**config.mk**
```make
export PLATFORM = sky130hd
export DESIGN_NAME = riff_wave_chunk_parser
export DESIGN_NICKNAME = d
export VERILOG_FILES = /design/src/hdl/crp_pkg.sv /design/src/hdl/riff_wave_chunk_parser.sv /design/src/hdl/crp_div.sv /design/src/hdl/crp_ctrl.sv /design/src/hdl/crp_dp.sv
export SDC_FILE = /design/constraint.sdc
export NUM_CORES = 1
export LEC_CHECK = 0
export BUFFER_PORTS_ARGS = -buffer_cell sky130_fd_sc_hd__buf_4
export CORE_MARGIN = 4
export CORE_UTILIZATION = 39
export CTS_BUF_LIST = sky130_fd_sc_hd__clkbuf_8
export CTS_CLUSTER_DIAMETER = 30
export DETAILED_ROUTE_END_ITERATION = 8
export PLACE_DENSITY_LB_ADDON = 0.3
export SLEW_MARGIN = 20
export SYNTH_ARGS = -nofsm -noshare
export SYNTH_HDL_FRONTEND = slang
export SYNTH_SLANG_ARGS = --single-unit
```
**constraint.sdc**
```tcl
create_clock -name clk -period 16.5 [get_ports clk]
set_clock_uncertainty 0.1 [all_clocks]
set_input_delay 4.95 -clock clk [delete_from_list [all_inputs] [get_ports clk]]
set_output_delay 4.95 -clock clk [all_outputs]
set_load 0.005 [all_outputs]
```
**src/hdl/crp_pkg.sv**
```systemverilog
// Shared types and constants for the RIFF/WAVE chunk parser.
// Used by the controller, the datapath and the top level; depends on nothing.
package crp_pkg;

  localparam logic [31:0] TAG_RIFF = 32'h4646_4952;
  localparam logic [31:0] TAG_WAVE = 32'h4556_4157;
  localparam logic [31:0] TAG_FMT  = 32'h2074_6D66;
  localparam logic [31:0] TAG_DATA = 32'h6174_6164;
  localparam logic [9:0]  MS_PER_S = 10'd1000;

  localparam logic [2:0] ST_OK        = 3'd0;
  localparam logic [2:0] ST_NOT_RIFF  = 3'd1;
  localparam logic [2:0] ST_NOT_WAVE  = 3'd2;
  localparam logic [2:0] ST_SIZE_BAD  = 3'd3;
  localparam logic [2:0] ST_NO_DATA   = 3'd4;
  localparam logic [2:0] ST_ZERO_RATE = 3'd5;

  typedef enum logic [3:0] {
    PH_RIFF_TAG, PH_RIFF_LEN, PH_WAVE_TAG, PH_CHUNK_ID, PH_CHUNK_LEN,
    PH_FMT_BODY, PH_DATA_BODY, PH_SKIP_BODY, PH_PAD, PH_IDLE
  } phase_t;

  typedef enum logic [2:0] {
    EM_NONE, EM_ERR, EM_DATA, EM_FIN_DATA, EM_FIN_EMPTY
  } emit_t;

  typedef struct packed {
    logic       shift;     // shift byte into header word, count it
    logic       foff_inc;  // advance file offset
    logic       fbc_clr;   // restart field byte count
    logic       set_feo;   // take RIFF length
    logic       wave_ok;   // clear format fields and file offset
    logic       set_tag;   // take chunk tag
    logic       set_len;   // take chunk length
    logic       body;      // consume a fmt or skipped body byte
    logic       capture;   // body byte belongs to fmt chunk
    logic       data_dec;  // consume a data byte
    logic       pad_clr;   // consume the pad byte
    logic       clear_all; // end of file: back to reset values
    emit_t      emit;
    logic [2:0] err_code;
  } ctl_cmd_t;

  typedef struct packed {
    logic word_done;
    logic is_riff;
    logic is_wave;
    logic len_eq;
    logic len_zero;
    logic tag_data;
    logic tag_fmt;
    logic rem_one;
    logic more_next;
    logic feo_nz;
    logic pad;
  } ctl_sts_t;

endpackage

```
**src/hdl/riff_wave_chunk_parser.sv**
```systemverilog
// Top level of the RIFF/WAVE chunk parser: configuration register and stream ports.
// Depends on crp_pkg; instantiates crp_ctrl and crp_dp (which holds crp_div).
//
// The parser takes a WAV file one byte per input beat, with in_tlast on the
// final byte of the file. It checks the RIFF and WAVE tags, walks the chunks,
// captures channels, sample rate, byte rate and sample width from the fmt
// chunk, skips every other chunk (odd lengths carry one pad byte), and passes
// each byte of the data chunk out as one result beat. The data chunk length
// must equal the expected_data_size register (byte address 0), or a size
// mismatch status is sent. The last data byte carries out_tlast together with
// the duration in milliseconds, size times 1000 over the byte rate, saturated
// to 32 bits; a zero byte rate gives status 5 instead. Errors come as status
// beats (out_tuser high) and stop the parse until the next in_tlast, which
// always re-arms the parser; a file that ends early reports status 4. A
// completing byte with a nonzero byte rate, a zero-length data chunk or
// the last data byte, starts a restoring divider that produces one quotient
// bit per cycle; out_tvalid rises only when the divider is done, and no
// byte is taken in between. With a zero byte rate the completion is sent
// at once like any other beat.
// A result waiting in the output register does not block the next byte as
// long as out_tready takes it in the same cycle.
module riff_wave_chunk_parser (
  input  logic         clk,
  input  logic         rst_n,
  input  logic         in_tvalid,
  output logic         in_tready,
  input  logic [7:0]   in_tdata,   // [7:0] in_byte
  input  logic         in_tlast,   // end_of_file
  output logic         out_tvalid,
  input  logic         out_tready,
  // [7:0] data_byte, [10:8] status, [42:11] length_ms, [58:43] channels,
  // [90:59] sample_rate, [122:91] avg_bytes_per_sec, [138:123] bits_per_sample,
  // [143:139] zero
  output logic [143:0] out_tdata,
  output logic         out_tlast,  // last
  output logic         out_tuser,  // kind
  input  logic         cfg_psel,
  input  logic         cfg_penable,
  input  logic         cfg_pwrite,
  input  logic [2:0]   cfg_paddr,
  input  logic [31:0]  cfg_pwdata,
  output logic [31:0]  cfg_prdata,
  output logic         cfg_pready
);

  logic [31:0]       exp_size_r;
  logic              fire;
  crp_pkg::ctl_cmd_t cmd;
  crp_pkg::ctl_sts_t sts;
  logic              ready;
  logic [7:0]        o_byte;
  logic [2:0]        o_status;
  logic [31:0]       o_ms;
  logic [15:0]       o_chan;
  logic [31:0]       o_srate;
  logic [31:0]       o_brate;
  logic [15:0]       o_bits;

  // Single register; the upper address bit selects nothing beyond it.
  assign cfg_pready = 1'b1;
  assign cfg_prdata = (cfg_paddr[2] == 1'b0) ? exp_size_r : 32'd0;

  always_ff @(posedge clk) begin
    if (!rst_n) begin
      exp_size_r <= '0;
    end else if (cfg_psel && cfg_penable && cfg_pwrite && cfg_pready
                 && (cfg_paddr[2] == 1'b0)) begin
      exp_size_r <= cfg_pwdata;
    end
  end

  assign in_tready = ready;
  assign fire      = in_tvalid && ready;

  crp_ctrl u_ctrl (
    .clk   (clk),
    .rst_n (rst_n),
    .fire  (fire),
    .eof   (in_tlast),
    .sts   (sts),
    .cmd   (cmd)
  );

  crp_dp u_dp (
    .clk             (clk),
    .rst_n           (rst_n),
    .fire            (fire),
    .in_byte         (in_tdata),
    .exp_size        (exp_size_r),
    .cmd             (cmd),
    .sts             (sts),
    .in_ready        (ready),
    .out_ready       (out_tready),
    .out_valid       (out_tvalid),
    .out_kind        (out_tuser),
    .out_last        (out_tlast),
    .out_data_byte   (o_byte),
    .out_status      (o_status),
    .out_length_ms   (o_ms),
    .out_channels    (o_chan),
    .out_sample_rate (o_srate),
    .out_byte_rate   (o_brate),
    .out_bits        (o_bits)
  );

  assign out_tdata = {5'd0, o_bits, o_brate, o_srate, o_chan, o_ms, o_status, o_byte};

endmodule

```
**src/hdl/crp_div.sv**
```systemverilog
// Restoring divider, one quotient bit per cycle, with 32-bit saturation.
// Uses no package items; instantiated by the datapath.
module crp_div (
  input  logic        clk,
  input  logic        rst_n,
  input  logic        start,
  input  logic [41:0] dividend,
  input  logic [31:0] divisor,
  output logic        busy,
  output logic        done,
  output logic [31:0] quotient
);

  logic [41:0] num_r;
  logic [31:0] den_r;
  logic [31:0] rem_r;
  logic [5:0]  cnt_r;
  logic        busy_r;
  logic [32:0] rem2;
  logic        ge;
  logic [32:0] rem_sub;
  logic [41:0] num_nxt;

  assign rem2    = {rem_r, num_r[41]};
  assign ge      = rem2 >= {1'b0, den_r};
  assign rem_sub = ge ? (rem2 - {1'b0, den_r}) : rem2;
  assign num_nxt = {num_r[40:0], ge};

  always_ff @(posedge clk) begin
    if (!rst_n) begin
      busy_r <= 1'b0;
      cnt_r  <= '0;
    end else if (start) begin
      busy_r <= 1'b1;
      cnt_r  <= 6'd42;
    end else if (busy_r) begin
      cnt_r <= cnt_r - 6'd1;
      if (cnt_r == 6'd1) begin
        busy_r <= 1'b0;
      end
    end
  end

  always_ff @(posedge clk) begin
    if (start) begin
      num_r <= dividend;
      den_r <= divisor;
      rem_r <= '0;
    end else if (busy_r) begin
      num_r <= num_nxt;
      rem_r <= rem_sub[31:0];
    end
  end

  assign busy     = busy_r;
  assign done     = busy_r && (cnt_r == 6'd1);
  assign quotient = (|num_nxt[41:32]) ? 32'hFFFF_FFFF : num_nxt[31:0];

endmodule

```
**src/hdl/crp_ctrl.sv**
```systemverilog
// Parse controller: phase state machine that turns each accepted byte into commands.
// Depends on crp_pkg for the phase, emit, command and status types.
module crp_ctrl (
  input  logic                clk,
  input  logic                rst_n,
  input  logic                fire,
  input  logic                eof,
  input  crp_pkg::ctl_sts_t   sts,
  output crp_pkg::ctl_cmd_t   cmd
);

  crp_pkg::phase_t ph_r, ph_nxt;

  always_ff @(posedge clk) begin
    if (!rst_n) begin
      ph_r <= crp_pkg::PH_RIFF_TAG;
    end else begin
      ph_r <= ph_nxt;
    end
  end

  always_comb begin
    crp_pkg::ctl_cmd_t c;
    c        = '0;
    c.emit   = crp_pkg::EM_NONE;
    ph_nxt   = ph_r;
    if (fire) begin
      case (ph_r)
        crp_pkg::PH_RIFF_TAG, crp_pkg::PH_RIFF_LEN, crp_pkg::PH_WAVE_TAG,
        crp_pkg::PH_CHUNK_ID, crp_pkg::PH_CHUNK_LEN: begin
          c.shift    = 1'b1;
          c.foff_inc = (ph_r == crp_pkg::PH_CHUNK_ID) || (ph_r == crp_pkg::PH_CHUNK_LEN);
          if (sts.word_done) begin
            c.fbc_clr = 1'b1;
            case (ph_r)
              crp_pkg::PH_RIFF_TAG: begin
                if (!sts.is_riff) begin
                  c.emit = crp_pkg::EM_ERR; c.err_code = crp_pkg::ST_NOT_RIFF;
                  ph_nxt = crp_pkg::PH_IDLE;
                end else begin
                  ph_nxt = crp_pkg::PH_RIFF_LEN;
                end
              end
              crp_pkg::PH_RIFF_LEN: begin
                c.set_feo = 1'b1;
                ph_nxt    = crp_pkg::PH_WAVE_TAG;
              end
              crp_pkg::PH_WAVE_TAG: begin
                if (!sts.is_wave) begin
                  c.emit = crp_pkg::EM_ERR; c.err_code = crp_pkg::ST_NOT_WAVE;
                  ph_nxt = crp_pkg::PH_IDLE;
                end else begin
                  c.wave_ok = 1'b1;
                  if (sts.feo_nz) begin
                    ph_nxt = crp_pkg::PH_CHUNK_ID;
                  end else begin
                    c.emit = crp_pkg::EM_ERR; c.err_code = crp_pkg::ST_NO_DATA;
                    ph_nxt = crp_pkg::PH_IDLE;
                  end
                end
              end
              crp_pkg::PH_CHUNK_ID: begin
                c.set_tag = 1'b1;
                ph_nxt    = crp_pkg::PH_CHUNK_LEN;
              end
              default: begin
                c.set_len = 1'b1;
                if (sts.tag_data) begin
                  if (!sts.len_eq) begin
                    c.emit = crp_pkg::EM_ERR; c.err_code = crp_pkg::ST_SIZE_BAD;
                    ph_nxt = crp_pkg::PH_IDLE;
                  end else if (sts.len_zero) begin
                    c.emit = crp_pkg::EM_FIN_EMPTY;
                    ph_nxt = crp_pkg::PH_IDLE;
                  end else begin
                    ph_nxt = crp_pkg::PH_DATA_BODY;
                  end
                end else if (sts.len_zero) begin
                  if (sts.more_next) begin
                    ph_nxt = crp_pkg::PH_CHUNK_ID;
                  end else begin
                    c.emit = crp_pkg::EM_ERR; c.err_code = crp_pkg::ST_NO_DATA;
                    ph_nxt = crp_pkg::PH_IDLE;
                  end
                end else begin
                  ph_nxt = sts.tag_fmt ? crp_pkg::PH_FMT_BODY : crp_pkg::PH_SKIP_BODY;
                end
              end
            endcase
          end
        end
        crp_pkg::PH_FMT_BODY, crp_pkg::PH_SKIP_BODY: begin
          c.body    = 1'b1;
          c.capture = (ph_r == crp_pkg::PH_FMT_BODY);
          if (sts.rem_one) begin
            if (sts.pad) begin
              ph_nxt = crp_pkg::PH_PAD;
            end else if (sts.more_next) begin
              c.fbc_clr = 1'b1;
              ph_nxt    = crp_pkg::PH_CHUNK_ID;
            end else begin
              c.emit = crp_pkg::EM_ERR; c.err_code = crp_pkg::ST_NO_DATA;
              ph_nxt = crp_pkg::PH_IDLE;
            end
          end
        end
        crp_pkg::PH_DATA_BODY: begin
          c.data_dec = 1'b1;
          if (sts.rem_one) begin
            c.emit = crp_pkg::EM_FIN_DATA;
            ph_nxt = crp_pkg::PH_IDLE;
          end else begin
            c.emit = crp_pkg::EM_DATA;
          end
        end
        crp_pkg::PH_PAD: begin
          c.pad_clr = 1'b1;
          if (sts.more_next) begin
            c.fbc_clr = 1'b1;
            ph_nxt    = crp_pkg::PH_CHUNK_ID;
          end else begin
            c.emit = crp_pkg::EM_ERR; c.err_code = crp_pkg::ST_NO_DATA;
            ph_nxt = crp_pkg::PH_IDLE;
          end
        end
        default: begin
        end
      endcase
      if (eof) begin
        // A file that ends before the parse settles reports missing data instead.
        if ((ph_r != crp_pkg::PH_IDLE) && (ph_nxt != crp_pkg::PH_IDLE)) begin
          c.emit     = crp_pkg::EM_ERR;
          c.err_code = crp_pkg::ST_NO_DATA;
        end
        c.clear_all = 1'b1;
        ph_nxt      = crp_pkg::PH_RIFF_TAG;
      end
    end
    cmd = c;
  end

endmodule

```
**src/hdl/crp_dp.sv**
```systemverilog
// Parse datapath: header word, offsets, chunk counters, format fields and result register.
// Depends on crp_pkg and instantiates the crp_div divider for the duration.
module crp_dp (
  input  logic                clk,
  input  logic                rst_n,
  input  logic                fire,
  input  logic [7:0]          in_byte,
  input  logic [31:0]         exp_size,
  input  crp_pkg::ctl_cmd_t   cmd,
  output crp_pkg::ctl_sts_t   sts,
  output logic                in_ready,
  input  logic                out_ready,
  output logic                out_valid,
  output logic                out_kind,
  output logic                out_last,
  output logic [7:0]          out_data_byte,
  output logic [2:0]          out_status,
  output logic [31:0]         out_length_ms,
  output logic [15:0]         out_channels,
  output logic [31:0]         out_sample_rate,
  output logic [31:0]         out_byte_rate,
  output logic [15:0]         out_bits
);

  logic [4:0]  fbc_r;
  logic [31:0] ws_r;
  logic        tag_data_r;
  logic        tag_fmt_r;
  logic [31:0] rem_r;
  logic [31:0] feo_r;
  logic [31:0] foff_r;
  logic        pad_r;
  logic [15:0] chan_r;
  logic [31:0] srate_r;
  logic [31:0] brate_r;
  logic [15:0] bits_r;
  logic        ov_r;
  logic        kind_r;
  logic        last_r;
  logic [7:0]  byte_r;
  logic [2:0]  stat_r;
  logic [31:0] ms_r;
  logic [15:0] ochan_r;
  logic [31:0] osrate_r;
  logic [31:0] obrate_r;
  logic [15:0] obits_r;

  logic [31:0] w_next;
  logic [31:0] foff_inc1;
  logic        fin;
  logic        div_start;
  logic        div_busy;
  logic        div_done;
  logic [31:0] div_q;
  logic [41:0] product;
  logic [1:0]  fmt_lane;

  assign w_next    = {in_byte, ws_r[31:8]};
  assign foff_inc1 = foff_r + 32'd1;
  assign fin       = (cmd.emit == crp_pkg::EM_FIN_DATA) || (cmd.emit == crp_pkg::EM_FIN_EMPTY);
  assign div_start = fire && fin && (brate_r != 32'd0);
  assign product   = {10'd0, exp_size} * {32'd0, crp_pkg::MS_PER_S};
  assign fmt_lane  = fbc_r[1:0];

  always_comb begin
    sts           = '0;
    sts.word_done = (fbc_r == 5'd3);
    sts.is_riff   = (w_next == crp_pkg::TAG_RIFF);
    sts.is_wave   = (w_next == crp_pkg::TAG_WAVE);
    sts.len_eq    = (w_next == exp_size);
    sts.len_zero  = (w_next == 32'd0);
    sts.tag_data  = tag_data_r;
    sts.tag_fmt   = tag_fmt_r;
    sts.rem_one   = (rem_r == 32'd1);
    sts.more_next = (foff_inc1 < feo_r);
    sts.feo_nz    = (feo_r != 32'd0);
    sts.pad       = pad_r;
  end

  assign in_ready = !div_busy && (!ov_r || out_ready);

  crp_div u_div (
    .clk      (clk),
    .rst_n    (rst_n),
    .start    (div_start),
    .dividend (product),
    .divisor  (brate_r),
    .busy     (div_busy),
    .done     (div_done),
    .quotient (div_q)
  );

  // Parse state.
  always_ff @(posedge clk) begin
    if (!rst_n || (fire && cmd.clear_all)) begin
      fbc_r      <= '0;
      ws_r       <= '0;
      tag_data_r <= 1'b0;
      tag_fmt_r  <= 1'b0;
      rem_r      <= '0;
      feo_r      <= '0;
      foff_r     <= '0;
      pad_r      <= 1'b0;
      chan_r     <= '0;
      srate_r    <= '0;
      brate_r    <= '0;
      bits_r     <= '0;
    end else if (fire) begin
      if (cmd.fbc_clr) begin
        fbc_r <= '0;
      end else if ((cmd.shift || cmd.body) && (fbc_r != 5'd16)) begin
        fbc_r <= fbc_r + 5'd1;
      end
      if (cmd.shift) begin
        ws_r <= w_next;
      end
      if (cmd.wave_ok) begin
        foff_r  <= '0;
        chan_r  <= '0;
        srate_r <= '0;
        brate_r <= '0;
        bits_r  <= '0;
      end else if (cmd.foff_inc || cmd.body || cmd.pad_clr) begin
        foff_r <= foff_inc1;
      end
      if (cmd.set_feo) begin
        feo_r <= w_next - 32'd4;
      end
      if (cmd.set_tag) begin
        tag_data_r <= (w_next == crp_pkg::TAG_DATA);
        tag_fmt_r  <= (w_next == crp_pkg::TAG_FMT);
      end
      if (cmd.set_len) begin
        rem_r <= w_next;
        pad_r <= w_next[0];
      end else if (cmd.body || cmd.data_dec) begin
        rem_r <= rem_r - 32'd1;
      end
      if (cmd.pad_clr) begin
        pad_r <= 1'b0;
      end
      if (cmd.body && cmd.capture && !fbc_r[4]) begin
        case (fbc_r[3:0])
          4'd2: chan_r[7:0]   <= in_byte;
          4'd3: chan_r[15:8]  <= in_byte;
          4'd4, 4'd5, 4'd6, 4'd7: srate_r[fmt_lane*8 +: 8] <= in_byte;
          4'd8, 4'd9, 4'd10, 4'd11: brate_r[fmt_lane*8 +: 8] <= in_byte;
          4'd14: bits_r[7:0]  <= in_byte;
          4'd15: bits_r[15:8] <= in_byte;
          default: begin
          end
        endcase
      end
    end
  end

  // Result register; a completion with a nonzero byte rate waits for the divider.
  always_ff @(posedge clk) begin
    if (!rst_n) begin
      ov_r <= 1'b0;
    end else if (fire && (cmd.emit != crp_pkg::EM_NONE)) begin
      ov_r <= !div_start;
    end else if (div_done) begin
      ov_r <= 1'b1;
    end else if (out_ready) begin
      ov_r <= 1'b0;
    end
  end

  always_ff @(posedge clk) begin
    if (fire && (cmd.emit != crp_pkg::EM_NONE)) begin
      kind_r   <= (cmd.emit == crp_pkg::EM_ERR) || (cmd.emit == crp_pkg::EM_FIN_EMPTY);
      last_r   <= fin;
      byte_r   <= ((cmd.emit == crp_pkg::EM_DATA) || (cmd.emit == crp_pkg::EM_FIN_DATA))
                  ? in_byte : 8'd0;
      stat_r   <= (cmd.emit == crp_pkg::EM_ERR) ? cmd.err_code :
                  (fin && (brate_r == 32'd0)) ? crp_pkg::ST_ZERO_RATE : crp_pkg::ST_OK;
      ms_r     <= '0;
      ochan_r  <= (cmd.emit == crp_pkg::EM_ERR) ? 16'd0 : chan_r;
      osrate_r <= (cmd.emit == crp_pkg::EM_ERR) ? 32'd0 : srate_r;
      obrate_r <= (cmd.emit == crp_pkg::EM_ERR) ? 32'd0 : brate_r;
      obits_r  <= (cmd.emit == crp_pkg::EM_ERR) ? 16'd0 : bits_r;
    end else if (div_done) begin
      ms_r <= div_q;
    end
  end

  assign out_valid       = ov_r;
  assign out_kind        = kind_r;
  assign out_last        = last_r;
  assign out_data_byte   = byte_r;
  assign out_status      = stat_r;
  assign out_length_ms   = ms_r;
  assign out_channels    = ochan_r;
  assign out_sample_rate = osrate_r;
  assign out_byte_rate   = obrate_r;
  assign out_bits        = obits_r;

endmodule

```
==> results of run 1 <==
[cell type report]
cell class / count / share of cell area [%]
Antenna cell: 4 / 0.0290
Clock inverter: 88 / 3.16
Inverter: 118 / 1.30
Timing Repair Buffer: 249 / 5.41
Tap cell: 969 / 3.51
Clock buffer: 133 / 5.30
Multi-Input combinational cell: 2275 / 46.2
Sequential cell: 515 / 35.1
[worst max path at each step]
stage | start | endpoint | slack [ns] | cells past startpoint
2_1_floorplan | cfg_paddr[2] | cfg_prdata[22] | 6.16 | 2
3_3_place_gp | out_tready | in_tready | 5.68 | 4
3_5_place_dp | out_tready | in_tready | 5.70 | 4
4_1_cts | out_tready | in_tready | 5.70 | 4
5_1_grt | out_tready | in_tready | 5.62 | 4
6_report | out_tready | in_tready | 5.72 | 4
[power by group]
part	internal (mW)	switching [mW]	leakage, nW	total [mW]
clock network	1.11	0.643	1.48	1.75
logic	0.155	0.221	8.38	0.376
registers	1.34	0.0323	4.50	1.37
[sequential cells by signal (all words and copies together) (netlist names), 4 cells and up]
| signal | cells |
|---|---|
| u_dp.u_div.num_r | 42 |
| exp_size_r | 32 |
| u_dp.brate_r | 32 |
| u_dp.feo_r | 32 |
| u_dp.foff_r | 32 |
| u_dp.out_byte_rate | 32 |
| u_dp.out_length_ms | 32 |
| u_dp.out_sample_rate | 32 |
| u_dp.rem_r | 32 |
| u_dp.srate_r | 32 |
| u_dp.u_div.den_r | 32 |
| u_dp.u_div.rem_r | 32 |
| u_dp.ws_r | 24 |
| u_dp.bits_r | 16 |
| u_dp.chan_r | 16 |
| u_dp.out_bits | 16 |
| u_dp.out_channels | 16 |
| u_dp.out_data_byte | 8 |
| u_dp.u_div.cnt_r | 6 |
| u_dp.fbc_r | 5 |
| u_ctrl.ph_r | 4 |
[through the flow]
| stage | instance area [sq um] | hold WS, ns | worst slack [ns] | power [mW] | instances |
|---|---|---|---|---|---|
| 2_1_floorplan | 29200 | 0.342 | 6.16 | 1.67 | 3090 |
| 3_3_place_gp | 31600 | 0.349 | 5.68 | 1.77 | 4126 |
| 3_5_place_dp | 31600 | 0.354 | 5.70 | 1.77 | 4126 |
| 4_1_cts | 34500 | 0.362 | 5.70 | 3.54 | 4347 |
| 5_1_grt | 34500 | 0.382 | 5.62 | 3.65 | 4350 |
| 6_report | 34500 | 0.360 | 5.72 | 3.50 | 4351 |
[metal layers]
metal / global-route usage [%] / vias to the layer above / routed length [um]
li1: - / 11300 / -
met1: 26.2 / 11200 / 35800
met2: 33.3 / 497 / 39000
met4: 7.49 / 0 / 2440
met5: 0 / - / 0
met3: 3.12 / 147 / 3580
[worst max-delay path, cell delays in order]
cell and delay [ns]:
buf_4 0.08, inv_1 0.04, a21oi_1 0.45, buf_4 0.21
[cell families after synthesis]
kind of cell / share of synthesized area [%]
DFF: 41.5
other: 0.0257
buffers and inverters: 4.08
xor gates and xnor gates: 5.55
muxes: 0.137
adders and majority gates: 15.0
AOI/OAI and AO/OA: 14.5
and+or+nand+nor: 19.2
[synth_stat cells (98+ instances only)]
| cell type | n | share of area, % |
|---|---|---|
| nor2b_1 | 127 | 2.7 |
| nand2_1 | 295 | 3.8 |
| ha_1 | 160 | 6.9 |
| clkbuf_1 | 158 | 2.0 |
| dfxtp_1 | 335 | 23 |
| fa_1 | 119 | 8.2 |
| a21oi_1 | 195 | 3.3 |
| inv_1 | 117 | 1.5 |
| nor2_1 | 315 | 4.0 |
| xor2_1 | 98 | 2.9 |
| edfxtp_1 | 180 | 19 |
| o21ai_0 | 128 | 2.2 |
==> results.tsv, run 1 <==
metric	value	unit
outcome	finished clean	
Hold Path End	u_dp.bits_r[13]$_SDFFE_PP0P_	
setup TNS	0	ns
Sink Count	515	
Worst Max-Slew Pin Slew	1.05	ns
Max Cap Viol	0	
vias in the first global route	22400	
EDFF count, synth	180	
cell area after synthesis	29200	sq um
deepest clock path buffer count	3	
capture point of the worst reg-to-reg path	u_dp.out_bits[9]$_SDFFCE_PN0P_	
cts hold-fix bufs	0	
R2R setup slack	8.97	ns
most frequent cells in the layout	dfxtp_1 (334), nor2_1 (314), nand2_1 (293)	
total grt overflow	0	
Post-synth ARST share	0	%
pins over their slew limit	0	
per-cell routed wire length	18.6	um
Final #Nets	3605	
initial antenna violation count	4	
post-layout util	46.5	%
final period utilization	65.3	%
number of synthesized register bits	515	
CTS Buf Count	116	
CP Capture Type	output pin	
Die X	282	um
Critical Path RT	11.45	ns
Clk Latency, worst-skew pair	0.72	ns
average via count per standard cell	5.31	
Worst Path Class, Setup	in -> out	
port bufs	223	
sequential area share after synthesis	41.5	%
ys flop type	dfxtp_1	
commonest non-fill, non-tap cell in the layout	dfxtp_1	
Ys Warns	0	
Hold Path Cell Cnt	2	
crit-path max FO	3	
I/O pins	232	
CTS clock-pin slew for the worst setup and hold paths	0.06	ns
clk root buf	clkbuf_8	
Tmin final	10.78	ns
Max Freq	0.0928	GHz
cells after synthesis	3086	
final hold violation count	0	
Die Footprint	79300	sq um
Seq. cell area	12100	sq um
LEAKAGE	14.4	nW
DRT antenna net count	0	
fill count	7097	
relative slew slack	29.9	%
CTS H-tree lvls	3	
setup bufs post-CTS	0	
Initial Utilization	39.3	%
Hold Crit Class	reg -> reg	
reg2reg path depth	20	
Yosys cell types	85	
mean area per synthesized cell	9.46	sq um
RR Startpoint	u_dp.foff_r[0]$_SDFFE_PP0P_	
area taken by multi-input logic gates	16000	sq um
pin count of the biggest net entering global routing	93	
GPL Wtd Cong	0.878	
Total GRT Usage	19.9	%
cts repair resizes	0	
initial drt markers	1530	
Max VDD drop	0.0000612	V
Die Y	282	um
final setup fails	0	
RSZ-0062 raised after global routing	no	
CTS tree	done	
crit path DAT	5.73	ns
Post-Route WL	80800	um
layout cells sized above 1	14.5	%
Row Count	100	
Worst Setup Start Kind	primary input	
Via Count	23100	
Hold Path Origin	u_dp.bits_r[13]$_SDFFE_PP0P_	
DP HPWL	55100	um
first-pass GRT wire length	126000	um
Power Density	101	nW/um^2
Pre-antenna DRT Iters	5	
DR DRC count	0	
Syn-to-layout area delta	18.3	%
core area	74300	sq um
Power figures use the tool's default switching activity.
==> run 2, diff against run 1 <==
--- a/config.mk
+++ b/config.mk
@@ -5,6 +5,7 @@
 export SDC_FILE = /design/constraint.sdc
 export NUM_CORES = 1
 export LEC_CHECK = 0
+export ABC_AREA = 1
 export BUFFER_PORTS_ARGS = -buffer_cell sky130_fd_sc_hd__buf_4
 export CORE_MARGIN = 4
 export CORE_UTILIZATION = 39
==> constraint.sdc (replaced) <==
create_clock -name clk -period 9.5 [get_ports clk]
set_clock_uncertainty 0.1 [all_clocks]
set_input_delay 2.85 -clock clk [delete_from_list [all_inputs] [get_ports clk]]
set_output_delay 2.85 -clock clk [all_outputs]
set_load 0.005 [all_outputs]
==> results.tsv, run 2 <==
metric	value	unit	change
Hold Crit Class	reg -> reg		
Synth top area share	22.2	%	-0.73 points
Largest register FFs	42		unchanged
Post-synth ARST share	0	%	unchanged
Place WS	2.45	ns	-3.26 ns
Total Power	6.01	mW	+72%
synth top area cells	dfxtp_1 (22%), edfxtp_1 (18%), nand2_1 (11%), fa_1 (7.9%), ha_1 (6.6%)		
Max Cap Viol	0		unchanged
crit path DAT	6.83	ns	+1.10 ns
WHS	0.356	ns	-0.00382 ns
initial antenna violation count	4		unchanged
ys flop type	dfxtp_1		
Die Footprint	81800	sq um	+3.2%
DRT antenna net count	0		unchanged
CTS clock-pin slew for the worst setup and hold paths	0.06	ns	about the same
core area	76300	sq um	+2.7%
pins over their slew limit	0		unchanged
fill count	7635		+7.6%
total grt overflow	0		unchanged
Post-Route WL	89100	um	+10%
average via count per standard cell	5.08		-4.4%
RSZ-0062 raised after global routing	no		
Die X	286	um	+1.6%
cts hold-fix bufs	0		unchanged
per-cell routed wire length	17.6	um	-5.5%
most frequent CP cell	nand2_1		
post-layout util	46.5	%	about the same
Clk Latency, worst-skew pair	0.73	ns	about the same
commonest non-fill, non-tap cell in the layout	nand2_1		
number of synthesized register bits	515		unchanged
deepest clock path buffer count	3		unchanged
Row Count	101		+1.0%
Worst path slowest cell	inv_4		
cell taking the most area after synthesis	dfxtp_1		
cell area after synthesis	30200	sq um	+3.3%
Max stage delay on crit path	0.71	ns	+0.26 ns
LEAKAGE	16.0	nW	+12%
cells after synthesis	3718		+20%
final period utilization	69.4	%	
outcome	finished clean		
GRT busiest layer	met2		
layout cells sized above 1	12.7	%	-1.8 points
Total GRT Usage	21.4	%	+1.5 points
Die Y	286	um	+1.6%
Critical Path RT	9.74	ns	-1.71 ns
final setup fails	0		unchanged
most frequent cells in the layout	nand2_1 (864), inv_1 (428), a21oi_1 (334), dfxtp_1 (334), nor2_1 (322)		
largest reg by FF count	u_dp.u_div.num_r		
DP HPWL	64800	um	+18%
setup TNS	0	ns	unchanged
CTS tree	done		
CTS H-tree lvls	3		unchanged
Seq. cell area	12100	sq um	unchanged
met1 GRT Util	28.2	%	+2.0 points
pin count of the biggest net entering global routing	88		-5.4%
Max Freq	0.152	GHz	
met3 GRT Util	4.41	%	+1.3 points
Syn-to-layout area delta	17.6	%	
Pre-antenna DRT Iters	6		+1
Non-Filler Instances	5079		+17%
Worst Setup Start Kind	flip-flop		
mean area per synthesized cell	8.11	sq um	-14%
met2 Use GR	34.7	%	+1.4 points
relative slew slack	30.4	%	+0.55 points
Tmin final	6.59	ns	
Final Instance Area	35500	sq um	+2.7%
I/O pins	232		unchanged
Initial Utilization	39.5	%	+0.22 points
setup ws final	2.91	ns	-2.81 ns
Final #Nets	4272		+19%
crit-path max FO	61		+58
CTS Buf Count	120		+3.4%
clk root buf	clkbuf_8		
sequential area share after synthesis	40.2	%	-1.3 points
cts repair resizes	0		unchanged
first-pass GRT wire length	140000	um	+11%
final hold violation count	0		unchanged
Power Density	169	nW/um^2	+67%
reg2reg path depth	36		+80%
Max VDD drop	0.000112	V	+83%
vias in the first global route	25100		+12%
CP Capture Type	flip-flop		
area taken by multi-input logic gates	15800	sq um	-0.97%
top-count cell post-synth	nand2_1		
Commonest cells post-synth	nand2_1 (864), inv_1 (413), dfxtp_1 (335), a21oi_1 (334), nor2_1 (325)		
setup bufs post-CTS	0		unchanged
DP Area	32700	sq um	+3.4%
Yosys cell types	60		-29%
Worst Path Class, Setup	reg -> reg		
Placed Cells	4850		+18%
Ys Warns	0		unchanged
Hold Path Cell Cnt	2		unchanged
EDFF count, synth	180		unchanged
Sink Count	515		unchanged
Worst Max-Slew Pin Slew	1.04	ns	-0.0112 ns
DR DRC count	0		unchanged
GPL Wtd Cong	0.925		+5.3%
port bufs	223		unchanged
Via Count	25800		+12%
initial drt markers	1995		+30%
-- run 2: cell count changes after synthesis, moves of 28 or more --
cell and delta:
clkbuf_1 -68, xnor2_1 -40, a211oi_1 -54, a21oi_1 +139, a21boi_0 -34, nand2_1 +569, a21o_1 -32, nor2b_1 -127
nand3_1 +76, inv_1 +296, a22oi_1 -72, o21ai_0 +28
-- run 2: worst max-delay path, delay by kind of cell, from the launching register on --
kind,cells,cell delay [ns]
adders and majority gates,2,0.52
and+or+nand+nor,30,3.83
xor gates and xnor gates,1,0.14
buffers and inverters,2,0.79
DFF,1,0.49
AOI/OAI and AO/OA,1,0.16
-- run 2: power by group --
group	internal, mW	switching, mW	leakage [nW]
sequential	2.33	0.0679	4.34
combinational	0.254	0.442	10.2
clock	1.75	1.16	1.44
total	4.34	1.67	16.0
-- run 2: final timing paths --
check,from,end,slack (ns)
hold reg to reg,u_dp.tag_fmt_r$_SDFFE_PP0P_,u_dp.tag_fmt_r$_SDFFE_PP0P_,0.36
hold / removal,u_dp.tag_fmt_r$_SDFFE_PP0P_,u_dp.tag_fmt_r$_SDFFE_PP0P_,0.36
setup / recovery,u_dp.foff_r[0]$_SDFFE_PP0P_,u_dp.u_div.den_r[28]$_DFFE_PP_,2.91
setup reg to reg,u_dp.foff_r[0]$_SDFFE_PP0P_,u_dp.u_div.den_r[28]$_DFFE_PP_,2.91
-- run 2: cells by family after synthesis --
kind of cell               synth area share (%)
AOI/OAI and AO/OA                          11.5
buffers and inverters                      7.64
and+or+nand+nor                            22.4
other                                    0.0249
DFF                                        40.2
adders and majority gates                  14.5
xor gates and xnor gates                   3.72
-- run 2: per-layer routing --
metal	vias up	routed length, um	part of all wire, %
met5	-	0	0
met3	210	5770	6.5
li1	12800	-	-
met4	0	3300	3.7
met1	12000	39000	44
met2	798	41100	46
-- run 2: final cells by class --
type | instances | area share [%]
multi-input combinational | 2625 | 44.5
clock inverter | 97 | 2.91
timing repair buffer | 241 | 5.14
clock buffer | 128 | 4.97
inverter | 439 | 4.65
sequential | 515 | 34.1
tap | 1030 | 3.63
antenna | 4 | 0.0282
